[src/sv/adcf_pkg.sv]
`timescale 1ns / 1ps
// Shared widths, constants and types for the ADC DC-block / low-pass / gain block.
// No dependencies; every other file but adcf_chk refers to it by scoped names.
package adcf_pkg;

   localparam int ADC_BITS = 12;
   localparam int FRAC     = 16;
   localparam int RAW_W    = 16;
   localparam int OUT_W    = 16;
   localparam int CW       = 16;                 // coefficient width, Q0.16 / Q8.8
   localparam int CNT_W    = $clog2(CW);
   localparam int XW       = ADC_BITS + FRAC;    // sample << 16, DC estimate
   localparam int DW       = XW + 1;             // centered sample, signed
   localparam int LW       = XW + 2;             // low-pass state, signed
   localparam int MW       = LW + 1;             // multiplicand, signed
   localparam int PW       = MW + 1;             // partial product accumulator
   localparam int GN_SHIFT = 8;                  // rest of the 2^24 after the serial >> 16
   localparam int QW       = PW - GN_SHIFT;      // scaled output before clamping

   localparam int SAT_MAX = 32767;
   localparam int SAT_MIN = -32768;

   localparam int CSR_IDX_W = 2;
   localparam logic [CSR_IDX_W-1:0] REG_DC_RATE       = 2'd0;
   localparam logic [CSR_IDX_W-1:0] REG_LOWPASS_ALPHA = 2'd1;
   localparam logic [CSR_IDX_W-1:0] REG_OUTPUT_GAIN   = 2'd2;

   localparam logic [CW-1:0] DC_RATE_RST       = 16'd66;
   localparam logic [CW-1:0] LOWPASS_ALPHA_RST = 16'd32113;
   localparam logic [CW-1:0] OUTPUT_GAIN_RST   = 16'd15360;

   typedef struct packed {
      logic [CW-1:0] dc_rate;
      logic [CW-1:0] lowpass_alpha;
      logic [CW-1:0] output_gain;
   } cfg_type;

   typedef struct packed {
      logic busy;
      logic done;
      logic sticky;
   } mul_stat_type;

   typedef struct packed {
      logic [OUT_W-1:0] filtered_sample;
      logic             clipped;
   } res_type;

   typedef enum logic [2:0] {
      ST_IDLE,
      ST_DC_GO,
      ST_DC_RUN,
      ST_LP_GO,
      ST_LP_RUN,
      ST_GN_GO,
      ST_GN_RUN,
      ST_OUT
   } state_type;

endpackage

[src/sv/adcf_smul.sv]
`timescale 1ns / 1ps
// Bit-serial multiplier: signed multiplicand times unsigned 16-bit coefficient,
// one coefficient bit per cycle, result floor(a*b / 2^16). Uses adcf_pkg.
module adcf_smul (
   input  logic                              clock,
   input  logic                              reset,
   input  logic                              start,
   input  logic signed [adcf_pkg::MW-1:0]    op_a,
   input  logic        [adcf_pkg::CW-1:0]    op_b,
   output adcf_pkg::mul_stat_type            stat,
   output logic signed [adcf_pkg::PW-1:0]    prod
);

   logic signed [adcf_pkg::MW-1:0]  a_ff, a_in;
   logic        [adcf_pkg::CW-1:0]  b_ff, b_in;
   logic signed [adcf_pkg::PW-1:0]  p_ff, p_in;
   logic                            sticky_ff, sticky_in;
   logic        [adcf_pkg::CNT_W-1:0] cnt_ff, cnt_in;
   logic                            busy_ff, busy_in;
   logic                            done_ff, done_in;
   logic signed [adcf_pkg::PW-1:0]  addend;
   logic signed [adcf_pkg::PW-1:0]  sum;

   always_comb begin
      addend    = b_ff[0] ? adcf_pkg::PW'(a_ff) : '0;
      sum       = p_ff + addend;
      a_in      = a_ff;
      b_in      = b_ff;
      p_in      = p_ff;
      sticky_in = sticky_ff;
      cnt_in    = cnt_ff;
      busy_in   = busy_ff;
      done_in   = 1'b0;
      if (start) begin
         a_in      = op_a;
         b_in      = op_b;
         p_in      = '0;
         sticky_in = 1'b0;
         cnt_in    = '0;
         busy_in   = 1'b1;
      end else if (busy_ff) begin
         // add this bit's partial product, then drop one bit off the bottom
         p_in      = sum >>> 1;
         sticky_in = sticky_ff | sum[0];
         b_in      = b_ff >> 1;
         cnt_in    = cnt_ff + 1'b1;
         if (cnt_ff == adcf_pkg::CNT_W'(adcf_pkg::CW - 1)) begin
            busy_in = 1'b0;
            done_in = 1'b1;
         end
      end
   end

   always_ff @(posedge clock) begin
      if (reset) begin
         busy_ff <= 1'b0;
         done_ff <= 1'b0;
      end else begin
         busy_ff <= busy_in;
         done_ff <= done_in;
      end
      a_ff      <= a_in;
      b_ff      <= b_in;
      p_ff      <= p_in;
      sticky_ff <= sticky_in;
      cnt_ff    <= cnt_in;
   end

   assign stat.busy   = busy_ff;
   assign stat.done   = done_ff;
   assign stat.sticky = sticky_ff;
   assign prod        = p_ff;

endmodule

[src/sv/adcf_core.sv]
`timescale 1ns / 1ps
// Sequencer and filter state: DC estimate, low-pass state, gain and clamp.
// Shares one adcf_smul for all three products. Uses adcf_pkg.
module adcf_core (
   input  logic                          clock,
   input  logic                          reset,
   input  adcf_pkg::cfg_type             cfg,
   input  logic                          in_take,
   input  logic [adcf_pkg::RAW_W-1:0]    raw_word,
   input  logic                          restart,
   output logic                          idle,
   output logic                          res_valid,
   input  logic                          res_take,
   output adcf_pkg::res_type             res
);

   localparam logic signed [adcf_pkg::QW-1:0] QMax = adcf_pkg::QW'(adcf_pkg::SAT_MAX);
   localparam logic signed [adcf_pkg::QW-1:0] QMin = adcf_pkg::QW'(adcf_pkg::SAT_MIN);

   adcf_pkg::state_type               state_ff, state_in;
   logic        [adcf_pkg::XW-1:0]    x_ff, x_in;
   logic        [adcf_pkg::XW-1:0]    dc_ff, dc_in;
   logic                              seeded_ff, seeded_in;
   logic signed [adcf_pkg::LW-1:0]    lp_ff, lp_in;
   logic signed [adcf_pkg::QW-1:0]    q_ff, q_in;

   logic        [adcf_pkg::XW-1:0]    x_new;
   logic signed [adcf_pkg::DW-1:0]    cen;
   logic                              mul_start;
   logic signed [adcf_pkg::MW-1:0]    op_a;
   logic        [adcf_pkg::CW-1:0]    op_b;
   adcf_pkg::mul_stat_type            mstat;
   logic signed [adcf_pkg::PW-1:0]    prod;
   logic                              neg_round;

   adcf_smul u_smul (
      .clock (clock),
      .reset (reset),
      .start (mul_start),
      .op_a  (op_a),
      .op_b  (op_b),
      .stat  (mstat),
      .prod  (prod)
   );

   always_comb begin
      x_new     = {raw_word[adcf_pkg::ADC_BITS-1:0], adcf_pkg::FRAC'(0)};
      cen       = $signed({1'b0, x_ff}) - $signed({1'b0, dc_ff});
      neg_round = prod[adcf_pkg::PW-1] &
                  (mstat.sticky | (prod[adcf_pkg::GN_SHIFT-1:0] != '0));
      state_in  = state_ff;
      x_in      = x_ff;
      dc_in     = dc_ff;
      seeded_in = seeded_ff;
      lp_in     = lp_ff;
      q_in      = q_ff;
      mul_start = 1'b0;
      op_a      = '0;
      op_b      = '0;
      idle      = 1'b0;
      res_valid = 1'b0;
      res.filtered_sample = q_ff[adcf_pkg::OUT_W-1:0];
      res.clipped         = 1'b0;
      if (q_ff > QMax) begin
         res.filtered_sample = QMax[adcf_pkg::OUT_W-1:0];
         res.clipped         = 1'b1;
      end else if (q_ff < QMin) begin
         res.filtered_sample = QMin[adcf_pkg::OUT_W-1:0];
         res.clipped         = 1'b1;
      end
      unique case (state_ff)
         adcf_pkg::ST_IDLE: begin
            idle = 1'b1;
            if (in_take) begin
               x_in = x_new;
               // seed from this sample on the first item or on restart
               if (restart || !seeded_ff) begin
                  dc_in     = x_new;
                  seeded_in = 1'b1;
               end
               state_in = adcf_pkg::ST_DC_GO;
            end
         end
         adcf_pkg::ST_DC_GO: begin
            mul_start = 1'b1;
            op_a      = adcf_pkg::MW'(cen);
            op_b      = cfg.dc_rate;
            state_in  = adcf_pkg::ST_DC_RUN;
         end
         adcf_pkg::ST_DC_RUN: begin
            if (mstat.done) begin
               dc_in    = dc_ff + prod[adcf_pkg::XW-1:0];
               state_in = adcf_pkg::ST_LP_GO;
            end
         end
         adcf_pkg::ST_LP_GO: begin
            mul_start = 1'b1;
            op_a      = adcf_pkg::MW'(cen) - adcf_pkg::MW'(lp_ff);
            op_b      = cfg.lowpass_alpha;
            state_in  = adcf_pkg::ST_LP_RUN;
         end
         adcf_pkg::ST_LP_RUN: begin
            if (mstat.done) begin
               lp_in    = lp_ff + prod[adcf_pkg::LW-1:0];
               state_in = adcf_pkg::ST_GN_GO;
            end
         end
         adcf_pkg::ST_GN_GO: begin
            mul_start = 1'b1;
            op_a      = adcf_pkg::MW'(lp_ff);
            op_b      = cfg.output_gain;
            state_in  = adcf_pkg::ST_GN_RUN;
         end
         adcf_pkg::ST_GN_RUN: begin
            if (mstat.done) begin
               // floor to 2^24, then step toward zero for negative inexact values
               q_in     = adcf_pkg::QW'(prod >>> adcf_pkg::GN_SHIFT)
                          + adcf_pkg::QW'(neg_round);
               state_in = adcf_pkg::ST_OUT;
            end
         end
         adcf_pkg::ST_OUT: begin
            res_valid = 1'b1;
            if (res_take) begin
               state_in = adcf_pkg::ST_IDLE;
            end
         end
         default: begin
            state_in = adcf_pkg::ST_IDLE;
         end
      endcase
   end

   always_ff @(posedge clock) begin
      if (reset) begin
         state_ff  <= adcf_pkg::ST_IDLE;
         dc_ff     <= '0;
         seeded_ff <= 1'b0;
         lp_ff     <= '0;
      end else begin
         state_ff  <= state_in;
         dc_ff     <= dc_in;
         seeded_ff <= seeded_in;
         lp_ff     <= lp_in;
      end
      x_ff <= x_in;
      q_ff <= q_in;
   end

endmodule

[src/sv/adc_dc_block_lowpass_gain.sv]
`timescale 1ns / 1ps
// Top level: ports, configuration registers and the result output register.
// Instantiates adcf_core; uses adcf_pkg.
//
//   group   dir  fields (tdata / tuser, lowest bit first)
//   req_    in   tdata: raw_word[15:0]          tuser: restart
//   rsp_    out  tdata: filtered_sample[15:0]   tuser: clipped
//   csr_    in   index 0 dc_rate, 1 lowpass_alpha, 2 output_gain
//
// When the output is free, an accepted item makes three passes through the bit-serial
// multiplier (start, 16 bit steps, write back) and is then handed off to the output register,
// which raises rsp_tvalid. The next item is taken the cycle after the hand-off, so only one
// item is in flight in the core, while the previous result may still wait in the output
// register; if it still waits when the next result is ready, the core holds that result and
// the input stays closed until the output frees.
// Sync reset clears filter state, seed flag and rsp_tvalid; config registers take reset values.
module adc_dc_block_lowpass_gain (
   input  logic                             clock,
   input  logic                             reset,
   input  logic                             req_tvalid,
   output logic                             req_tready,
   input  logic [15:0]                      req_tdata,   // raw_word[15:0]
   input  logic                             req_tuser,   // restart
   output logic                             rsp_tvalid,
   input  logic                             rsp_tready,
   output logic [15:0]                      rsp_tdata,   // filtered_sample[15:0]
   output logic                             rsp_tuser,   // clipped
   input  logic                             csr_we,
   input  logic [adcf_pkg::CSR_IDX_W-1:0]   csr_index,
   input  logic [adcf_pkg::CW-1:0]          csr_wdata
);

   adcf_pkg::cfg_type   cfg_ff, cfg_in;
   adcf_pkg::res_type   res;
   logic                idle;
   logic                res_valid;
   logic                res_take;
   logic                in_take;
   logic                rsp_valid_ff, rsp_valid_in;
   logic [15:0]         rsp_data_ff, rsp_data_in;
   logic                rsp_user_ff, rsp_user_in;

   adcf_core u_core (
      .clock     (clock),
      .reset     (reset),
      .cfg       (cfg_ff),
      .in_take   (in_take),
      .raw_word  (req_tdata),
      .restart   (req_tuser),
      .idle      (idle),
      .res_valid (res_valid),
      .res_take  (res_take),
      .res       (res)
   );

   always_comb begin
      req_tready = idle & ~reset;
      in_take    = req_tvalid & req_tready;
      res_take   = res_valid & (~rsp_valid_ff | rsp_tready);

      cfg_in = cfg_ff;
      if (csr_we) begin
         unique case (csr_index)
            adcf_pkg::REG_DC_RATE:       cfg_in.dc_rate       = csr_wdata;
            adcf_pkg::REG_LOWPASS_ALPHA: cfg_in.lowpass_alpha = csr_wdata;
            adcf_pkg::REG_OUTPUT_GAIN:   cfg_in.output_gain   = csr_wdata;
            default: begin
               cfg_in = cfg_ff;
            end
         endcase
      end

      rsp_valid_in = rsp_valid_ff;
      rsp_data_in  = rsp_data_ff;
      rsp_user_in  = rsp_user_ff;
      if (res_take) begin
         rsp_valid_in = 1'b1;
         rsp_data_in  = res.filtered_sample;
         rsp_user_in  = res.clipped;
      end else if (rsp_tready) begin
         rsp_valid_in = 1'b0;
      end
   end

   always_ff @(posedge clock) begin
      if (reset) begin
         cfg_ff.dc_rate       <= adcf_pkg::DC_RATE_RST;
         cfg_ff.lowpass_alpha <= adcf_pkg::LOWPASS_ALPHA_RST;
         cfg_ff.output_gain   <= adcf_pkg::OUTPUT_GAIN_RST;
         rsp_valid_ff         <= 1'b0;
      end else begin
         cfg_ff       <= cfg_in;
         rsp_valid_ff <= rsp_valid_in;
      end
      rsp_data_ff <= rsp_data_in;
      rsp_user_ff <= rsp_user_in;
   end

   assign rsp_tvalid = rsp_valid_ff;
   assign rsp_tdata  = rsp_data_ff;
   assign rsp_tuser  = rsp_user_ff;

endmodule

[config.mk]
export PLATFORM = sky130hd
export DESIGN_NAME = adc_dc_block_lowpass_gain
export DESIGN_NICKNAME = d
export VERILOG_FILES = /design/src/sv/adcf_pkg.sv /design/src/sv/adcf_smul.sv /design/src/sv/adcf_core.sv /design/src/sv/adc_dc_block_lowpass_gain.sv
export SDC_FILE = /design/constraint.sdc
export NUM_CORES = 1
export LEC_CHECK = 0
export BUFFER_PORTS_ARGS = -buffer_cell sky130_fd_sc_hd__buf_2
export CORE_AREA = 2 2 229 231
export CTS_BUF_LIST = sky130_fd_sc_hd__clkbuf_4 sky130_fd_sc_hd__clkbuf_8
export DETAILED_ROUTE_END_ITERATION = 8
export DIE_AREA = 0 0 231 233
export PLACE_DENSITY_LB_ADDON = 0.15
export SLEW_MARGIN = 30
export SYNTH_ARGS = -nofsm -noshare
export SYNTH_HDL_FRONTEND = slang
export SYNTH_SLANG_ARGS = --single-unit
[constraint.sdc]
create_clock -name clock -period 5.7 [get_ports clock]
set_input_delay 0 -clock clock [delete_from_list [all_inputs] [get_ports clock]]
set_output_delay 0 -clock clock [all_outputs]
set_load 0.01 [all_outputs]
-- After elaboration in Yosys (flattened, before gate mapping)
Cells that the tools add are included.
- bits of input ports: 40
- logic and storage cells: 98
- register bits: 249
- $add $sub $neg: 7
- reductions and logical operators: 19
- bitwise operators: 10
- eq/ne operators: 16
- multiplexer cells: 25
- magnitude comparators: 2
- operator list (kind ; number):
    case mux 31 bit (3 select lines) ; 1
    two-way mux 28 bit ; 3
    case mux 28 bit (2 select lines) ; 1
    case mux 16 bit (3 select lines) ; 1
    adder 31 x 32 -> 32 bit ; 1
    two-way mux 16 bit ; 2
    two-way mux 32 bit ; 1
    subtractor 29 x 30 -> 31 bit ; 1
    adder 30 bit ; 1
    subtractor 28 x 28 -> 29 bit ; 1
    adder 28 bit ; 1
    adder 23 x 2 -> 24 bit ; 1
    greater-than comparator 24 x 16 -> 1 bit (second input constant) ; 1
    less-than comparator 24 x 16 -> 1 bit (second input constant) ; 1
    case mux 3 bit (8 select lines) ; 1
    two-way mux 17 bit ; 1
    two-way mux 3 bit ; 5
    equality test 3 bit (second input constant) ; 4
    AND reduction 2 bit ; 6
    != test 2 bit (second input constant) ; 5
    two-way mux 1 bit ; 9
    nonzero test 8 bit ; 1
    equality test 3 x 2 -> 1 bit (second input constant) ; 2
    nonzero test 2 bit ; 3
    other kinds (17) ; 25

-- Logic depth before layout (Yosys ltp)
Gate-level depths: netlist of the first run.
- depth in word-level cells: 6
- depth in mapped cells: 20

-- Cells and area by module
From an unflattened synthesis of the first run, not the netlist that was laid out.
- cell total of the unflattened synthesis: 2041
- area, all modules: 17665.7 sq um
- by module, submodules not included (module ; area each (sq um) ; instances ; cells an instance):
    adcf_core ; 10248.6 ; 1 ; 1339
    adcf_smul ; 4878.4 ; 1 ; 488
    adc_dc_block_lowpass_gain ; 2538.7 ; 1 ; 214

-- Worst setup path before layout of the first run
Ideal clock, no wire load.
- kind: register to register
- from: register u_core.dc_ff[9] (netlist bit)
- to: register u_core.u_smul.a_ff[29] (netlist bit), data pin
- period minus slack after synthesis: 3953 ps
- slack: 1747 ps
- cell stages (with the launch flop): 19
- data required time: 5431 ps
- arrival: 3684 ps
- path buffers: 0
- cell sequence: dfxtp_1 > or4_4 > nor4_4 > a31o_2 > o21ba_2 > o21a_1 > nor2_1 > o21bai_1 > xor2_1 > ha_1 > a21o_1 > a21o_1 > a21o_1 > a21o_1 > a21oi_1 > o21ai_0 > o31ai_1 > xor2_1 > o21ai_0
- longest elaborated chain between the ends: 3
- ends and longest elaborated chain (what ; RTL line ; RTL):
    start, declared ; adcf_core.sv:22 ; logic [adcf_pkg::XW-1:0] dc_ff, dc_in;
    start signal, assigned ; adcf_core.sv:142 ; dc_ff <= dc_in;
    subtractor 28 x 28 -> 29 bit * ; adcf_core.sv:48 ; cen = $signed({1'b0, x_ff}) - $signed({1'b0, dc_ff});
    subtractor 29 x 30 -> 31 bit ; adcf_core.sv:98 ; op_a = adcf_pkg::MW'(cen) - adcf_pkg::MW'(lp_ff);
    case mux 31 bit (3 select lines) * ; adcf_core.sv:71 ; unique case (state_ff)
    net u_core.op_a (one bit) ; adcf_core.sv:30 ; logic signed [adcf_pkg::MW-1:0] op_a;
    end signal, assigned ; adcf_smul.sv:62 ; a_ff <= a_in;
    end, declared ; adcf_smul.sv:14 ; logic signed [adcf_pkg::MW-1:0] a_ff, a_in;
Mark *: on every way through the listed nets, which the timed path passes. The rest lies on a longest branch.
A chain may end at the register's enable or synchronous reset.

-- Worst setup path in the final report of the first run
- from: register u_core.dc_ff[0] (netlist bit)
- to: register u_core.u_smul.a_ff[29] (netlist bit), data pin
Same word-level chain as after synthesis.

==> summary.txt, run 1 <==
Drt
  – Wire length on met1: 22600 µm
  – Final WL: roughly 47000 µm
  – Top routing layer used: met4
  – Vias: 14068
  – DR WL met2: 21300 µm
  – Initial DRT Pass Iterations: 5
  – Vias per inst: between 5 and 6
  – Number of routed nets with antenna violations: 0
  – Drt wl/cell: 17.1 µm
  – Iter 0 DRT Violations: just under 700
  – DR WL met3: roughly 1800 µm
  – Residual DRC: 0

Cells and area
  – Highest-count cells in the layout ignoring fill and taps: 251 x nand2_1, 180 x a21oi_1, 148 x dfxtp_1, 142 x nor2_1, 136 x ha_1
  – Number of fill cells: approximately 5200
  – Most common cell after layout, fill and taps aside: nand2_1
  – Layout cells sized above 1: 0.0954
  – Layout Utilization: 0.374
  – Nets: 2209
  – Diode count: 0
  – Area growth, synth to finish: 14.5%

Worst setup path
  – Critical path's slowest cell: or3b_2
  – Flop2flop setup slack: 1.21 ns
  – CP top delay family: compound AO/OA/AOI/OAI gates
  – Crit path buffers/inverters: 2
  – WP data required: between 6 and 7 ns
  – FF-to-FF path depth: 18
  – R2R Path Start: u_core.dc_ff[0]$_SDFFE_PP0P_
  – Worst stage delay on the critical path: 0.48 ns
  – Cells along the critical path: inv_1 > ha_1 > nor3b_1 > buf_4 > a31o_2 > o21ba_2 > o21a_1 > nor2_1 > xnor2_1 > ha_1 > nand4_1 > or3b_2 > a211oi_1 > nor2_1 > o21ai_0 > o31ai_1 > xor2_1 > o21ai_0
  – Reg2reg end: u_core.u_smul.a_ff[29]$_DFFE_PN_
  – Startpoint Class: flop
  – Crit-path max FO: 5
  – Worst Setup End Kind: flop
  – Worst path arrival time: 4.81 ns
  – CP Class: reg2reg

Clocking
  – Bufs on Longest Clock Path: 3
  – Clk Tree Root Cell: clkbuf_8
  – CTS Buf Count: 47
  – CTS tree: done
  – Clk sinks: around 250
  – Post-CTS Setup Inserts: 0
  – H-tree depth: 2
  – Clock Latency Late Sink: 0.61 ns
  – Clock-pin slew of the registers on the worst-case setup and hold paths: 0.06 ns

Synthesis
  – Yosys cell types: 77
  – Register area share after synthesis: 0.358
  – Syn_area_per_cell: 8.59 µm²
  – Cell Area, Synth: roughly 17000 µm²
  – Number of flops mapped to enable cells by yosys: 100
  – Mapped Cells: ~2000
  – Number of synthesized register bits: around 250
  – Warnings from Yosys: 0
  – Ys async rst share: 0
  – Main synth FF type: dfxtp_1
  – Net count after synthesis: 2128

Global route
  – First-pass GRT wire length: about 75000 µm
  – Initial antenna violation count: 0
  – Largest net degree at the start of global routing: 64
  – Gr usage total: 0.176
  – Vias in the first global route: 13854
  – Total gr overflow: 0

Die
  – Die area: 53800 µm²
  – Horiz. Die Dim: 231 µm
  – Row count: 83
  – Core Box Area: 51100 µm²
  – # IOs: 59
  – DIE HEIGHT: 233 µm
  – Initial Util: 0.327

Timing
  – Fin Setup TNS: 0 ns
  – Period minus WS final: 4.49 ns
  – Worst Clk Skew: roughly 0.013 ns
  – Final hold vios: 0
  – Fmax: about 220 MHz
  – Fin crit share: 0.788
  – Worst slew margin: 0.380
  – Final setup viols: 0
  – Actual slew at the worst max-slew pin: 0.927 ns
  – Max-slew violations: 0
  – RSZ-0062 raised after global routing: no
  – Hold WS: 0.137 ns

Pwr
  – Sw Ratio: 0.431
  – Reg power frac: 0.289
  – P_leak: between 7 and 8 nW
  – Internal power: roughly 5.4 mW
  – Power Dens Cells: 500 nW/µm²
  – Peak supply drop: 0.000258 V
  – Clk pwr share: 0.199
  – Net Switching: 4.12 mW
  – Combinational fraction of design power: 0.512
  – Tot Pwr: approximately 9.6 mW

Min path
  – Hold/Removal Path Class: in2reg
  – Critical hold path startpoint: csr_index[0]
  – Hold EP: cfg_ff[33]$_SDFFE_PP1P_
  – Hold path cells: 4

Status
  – Outcome: complete, no violations

Placed design
  – Routability cong.: 0.857
  – DP HPWL: 34600 µm
  – Port Buf Inserts: 54

Run
  – Max_cap viols: 0
## timing repair
item	CTS	global route
resized for setup	0	0
endpoints found under the hold margin	99	0
setup endpoints to repair	0	0
hold buffers	37	0
## power by group through the flow
stage | registers, mW | clock network [mW] | logic, mW
finish | 2.76 | 1.90 | 4.89
global route | 2.82 | 2.06 | 5.47
CTS | 2.76 | 1.98 | 4.89
detailed placement | 2.80 | 0 | 4.85
global placement | 2.79 | 0 | 4.83
floorplan | 2.55 | 0 | 3.81
## worst min-delay path: cells and delay by family
kind	cells	cell delay (ns)
buffers and inverters	1	0.14
and+or+nand+nor	3	0.58
## how the worst max path moves through the flow
stage               cells after the start                    startpoint                          endpoint
finish                                 18  u_core.dc_ff[0]$_SDFFE_PP0P_  u_core.u_smul.a_ff[29]$_DFFE_PN_
global route                           18  u_core.dc_ff[0]$_SDFFE_PP0P_  u_core.u_smul.a_ff[29]$_DFFE_PN_
CTS                                    18  u_core.dc_ff[1]$_SDFFE_PP0P_  u_core.u_smul.a_ff[29]$_DFFE_PN_
detailed placement                     18  u_core.dc_ff[1]$_SDFFE_PP0P_  u_core.u_smul.a_ff[29]$_DFFE_PN_
global placement                       18  u_core.dc_ff[1]$_SDFFE_PP0P_  u_core.u_smul.a_ff[29]$_DFFE_PN_
floorplan                              18  u_core.dc_ff[9]$_SDFFE_PP0P_  u_core.u_smul.a_ff[29]$_DFFE_PN_
## registers in the layout, summed over array words and instances, names as in the netlist, 3 cells and up
name	cells
cfg_ff	48
u_core.u_smul.a_ff	31
u_core.u_smul.prod	31
u_core.lp_ff	30
u_core.dc_ff	28
u_core.q_ff	24
rsp_tdata	16
u_core.u_smul.b_ff	16
u_core.x_ff	12
u_core.u_smul.cnt_ff	4
u_core.state_ff	3
## cell type report
type	count	area (µm²)	area share
multi-input cells	1532	10200	0.531
repair buffers	110	786	0.0411
inverters	88	330	0.0173
flip-flops and latches	249	5990	0.313
well taps	680	851	0.0445
clock inverters	14	124	0.00647
clock buffers	73	905	0.0473
## synthesized netlist by cell type, drive strengths merged, types with 6 or more instances
cell,instances,share of area
dfxtp,149,0.18
a221oi,11,0.0058
o211ai,8,0.0036
a211oi,30,0.014
xnor2,89,0.047
ha,137,0.10
a21o,76,0.034
a32oi,6,0.0031
nor2b,17,0.0065
a31oi,18,0.0067
o21a,30,0.013
or3,8,0.0031
a221o,8,0.0048
a21oi,182,0.055
nor4,9,0.0043
nand3,47,0.014
xor2,54,0.028
a22oi,23,0.010
inv,87,0.020
o31ai,6,0.0027
o22ai,13,0.0049
a31o,8,0.0042
and3,18,0.0067
nand2b,26,0.0097
nand2,251,0.056
o21ai,110,0.033
a41oi,6,0.0036
nor3,26,0.0085
nand4,18,0.0067
edfxtp,100,0.18
o21bai,15,0.0067
nor2,142,0.032
buf,7,0.0016
clkbuf,71,0.016
and2,37,0.014
nand3b,7,0.0031
mux2i,38,0.023
## through the flow
stage	instances	setup WS [ns]	cell area, µm²
detailed placement	2622	1.20	17700
CTS	2746	1.19	19100
finish	2746	1.21	19100
global placement	2622	1.24	17700
global route	2746	0.927	19100
floorplan	1947	1.75	16700
## cell families after synthesis
kind of cell    after synthesis  share of synthesized area
fa+ha+maj                   141                      0.107
compound gates              578                      0.222
simple gates                630                      0.177
mux                          40                     0.0241
buf+inv                     166                     0.0373
flops                       249                      0.358
xor+xnor                    143                     0.0749
## layer usage
layer / GRT usage / vias up
met1: 0.236 / 6524
met3: 0.0228 / 67
li1: - / 7196
met5: 0 / -
met2: 0.293 / 281
met4: 0.0558 / 0
No activity file was read; power rests on OpenSTA's default activity.
==> inputs of run 2 (changes only) <==
- clock period: 5.7 -> 3.8 ns (I/O delays scaled with it)
==> run 2 against run 1 <==
The flow now finishes with violations (negative setup slack). Clock power rose by 51%. First-iteration DRC count fell by 5.3%. Critical path depth fell by 3. Worst setup slack got worse by 1.4 ns. Register-to-register slack got worse by 1.4 ns. Sequential power rose by 45%. Sequential share of layout area fell by 2.2 points. Design area rose by 7.8%. Maximum frequency rose by 14%.
==> summary.txt, run 2 (synthesis gave the netlist of run 1 again) <==
Worst setup path
  – Crit path buffers/inverters: 1 (-1)
  – Flop2flop setup slack: -0.14 ns (-1.35 ns)
  – Worst stage delay on the critical path: 0.60 ns (+0.12 ns)
  – R2R Path Start: u_core.dc_ff[6]$_SDFFE_PP0P_
  – Crit-path max FO: 5 (unchanged)
  – WP data required: 4.17 ns (-1.85 ns)
  – Worst path arrival time: 4.31 ns (-0.50 ns)
  – FF-to-FF path depth: 15 (-3)
  – Cells along the critical path: or4_4 > nor2_4 > nand2_2 > nor4_4 > xnor2_2 > ha_4 > nand2_1 > or3_4 > o31ai_4 > a21o_1 > nand4_1 > buf_4 > nand4_1 > a31oi_1 > a221o_1
  – CP Class: reg2reg
  – Startpoint Class: flop
  – CP top delay family: simple AND/OR/NAND/NOR gates
  – Worst Setup End Kind: flop
  – Critical path's slowest cell: or4_4
  – Reg2reg end: u_core.u_smul.a_ff[28]$_DFFE_PN_
  – CP dominant cell by count: nand4_1

Pwr
  – Tot Pwr: 16.4 mW (+72%)
  – Power Dens Cells: 796 nW/µm² (+59%)
  – P_leak: 8.66 nW (+10%)
  – Peak supply drop: 0.000317 V (+23%)

Die
  – Die area: 53800 µm² (unchanged)
  – # IOs: 59 (unchanged)
  – Core Box Area: 51100 µm² (unchanged)
  – Row count: 83 (unchanged)
  – Initial Util: 0.327 (unchanged)
  – Horiz. Die Dim: 231 µm (unchanged)
  – DIE HEIGHT: 233 µm (unchanged)

Global route
  – Largest net degree at the start of global routing: 65 (+1.6%)
  – First-pass GRT wire length: 78600 µm (+5.3%)
  – Vias in the first global route: 14604 (+5.4%)
  – Initial antenna violation count: 1 (+1)
  – Total gr overflow: 0 (unchanged)
  – Gr usage total: 0.185 (+0.00909)

Placed design
  – Routability cong.: 0.918 (+7.1%)
  – Placement Cell Area: 18600 µm² (+5.0%)
  – DP HPWL: 37600 µm (+8.8%)
  – Post-Place Setup Slack: -0.223 ns (-1.42 ns)
  – Port Buf Inserts: 54 (unchanged)

Cells and area
  – Layout cells sized above 1: 0.179 (+0.0841)
  – Nets: 2349 (+6.3%)
  – Number of flip-flops in the largest register: 48 (unchanged)
  – Design Area, Final: 20600 µm² (+7.8%)
  – Area of the multi-input gates: 10500 µm² (+3.8%)
  – Area growth, synth to finish: 23.3%
  – Most common cell after layout, fill and taps aside: nand2_1
  – Reg with most FFs: cfg_ff
  – Register area: 5990 µm² (about the same)
  – Number of fill cells: 5231 (+0.54%)
  – Highest-count cells in the layout ignoring fill and taps: 248 x nand2_1, 170 x a21oi_1, 154 x buf_4, 144 x dfxtp_1, 138 x nor2_1

Timing
  – Period minus WS final: 3.94 ns (-0.547 ns)
  – Worst Clk Skew: 0.0290 ns (+0.0159 ns)
  – Setup ws final: -0.143 ns (-1.35 ns)
  – Worst slew margin: 0.413 (+0.0335)
  – Fin crit share: 1.04 (+0.250)
  – Final setup viols: 5 (+5)
  – Hold WS: 0.141 ns (+0.00389 ns)
  – Fmax: 254 MHz (+14%)
  – Fin Setup TNS: -0.387 ns (-0.387 ns)
  – Final hold vios: 0 (unchanged)
  – RSZ-0062 raised after global routing: yes
  – Actual slew at the worst max-slew pin: 0.877 ns (-0.0500 ns)
  – Max-slew violations: 0 (unchanged)

Clocking
  – Clock Latency Late Sink: 0.62 ns (about the same)
  – Clk sinks: 249 (unchanged)
  – CTS tree: done
  – Bufs on Longest Clock Path: 3 (unchanged)
  – CTS Buf Count: 48 (+2.1%)
  – Clock-pin slew of the registers on the worst-case setup and hold paths: 0.07 ns (about the same)
  – Clk Tree Root Cell: clkbuf_8
  – H-tree depth: 2 (unchanged)

Min path
  – Hold EP: cfg_ff[38]$_SDFFE_PP1P_
  – Hold/Removal Path Class: in2reg
  – Critical hold path startpoint: csr_index[0]
  – Hold path cells: 4 (unchanged)

Drt
  – Residual DRC: 0 (unchanged)
  – Final WL: 49800 µm (+6.3%)
  – Number of routed nets with antenna violations: 0 (unchanged)
  – Drt wl/cell: 17.2 µm (+1.0%)
  – Vias: 14768 (+5.0%)
  – Vias per inst: 5.11 (-0.19%)
  – Initial DRT Pass Iterations: 5 (unchanged)
  – Iter 0 DRT Violations: 656 (-5.3%)

Status
  – Outcome: finished, violations left
  – Failing checks: negative setup slack

Run
  – Max_cap viols: 0 (unchanged)
run 2: per-layer routing:
metal  part of all wire  global-route usage
met2               0.46               0.310
met4              0.028              0.0621
met3              0.033              0.0223
met5                  0                   0
met1               0.48               0.246
run 2: power by group:
part | total [mW] | internal [mW] | switching [mW]
logic | 9.54 | 4.39 | 5.14
registers | 4.01 | 3.51 | 0.495
clock network | 2.86 | 1.70 | 1.17
run 2: through the flow:
stage	cells	util
floorplan	1947	-
global placement	2738	0.364
detailed placement	2738	0.364
CTS	2868	0.394
global route	2888	0.404
finish	2888	0.404
run 2: area by class of cell:
cell class	instances	share of cell area
Tap cell	680	0.0413
Clock buffer	80	0.0458
Timing Repair Buffer	249	0.0902
Multi-Input combinational cell	1532	0.511
Sequential cell	249	0.291
Clock inverter	9	0.00479
Antenna cell	1	0.000121
Inverter	88	0.0160
run 2: worst max path at each step:
stage | startpoint | endpoint | cells past startpoint
final | u_core.dc_ff[6]$_SDFFE_PP0P_ | u_core.u_smul.a_ff[28]$_DFFE_PN_ | 15
after global routing | u_core.dc_ff[11]$_SDFFE_PP0P_ | u_core.u_smul.a_ff[29]$_DFFE_PN_ | 18
after CTS | u_core.x_ff[16]$_DFFE_PP_ | u_core.u_smul.a_ff[29]$_DFFE_PN_ | 19
after detailed placement | u_core.dc_ff[0]$_SDFFE_PP0P_ | u_core.u_smul.a_ff[29]$_DFFE_PN_ | 20
after global placement | u_core.dc_ff[0]$_SDFFE_PP0P_ | u_core.u_smul.a_ff[29]$_DFFE_PN_ | 20
after floorplan | u_core.dc_ff[16]$_SDFFE_PP0P_ | u_core.u_smul.a_ff[29]$_DFFE_PN_ | 20
run 2: timing repair:
| item | 4_1_cts | 5_1_grt |
|---|---|---|
| hold buffers | 34 | 0 |
| endpoints found under the setup margin | 13 | 18 |
| buffers inserted | 7 | 19 |
| pin swaps | 12 | 64 |
| endpoints found under the hold margin | 89 | 0 |
| resized for setup | 18 | 72 |
run 2: worst min-delay path: stages:
cell     delay, ns
buf_2         0.14
or3b_2        0.40
nand2_1       0.10
nand3_1       0.07
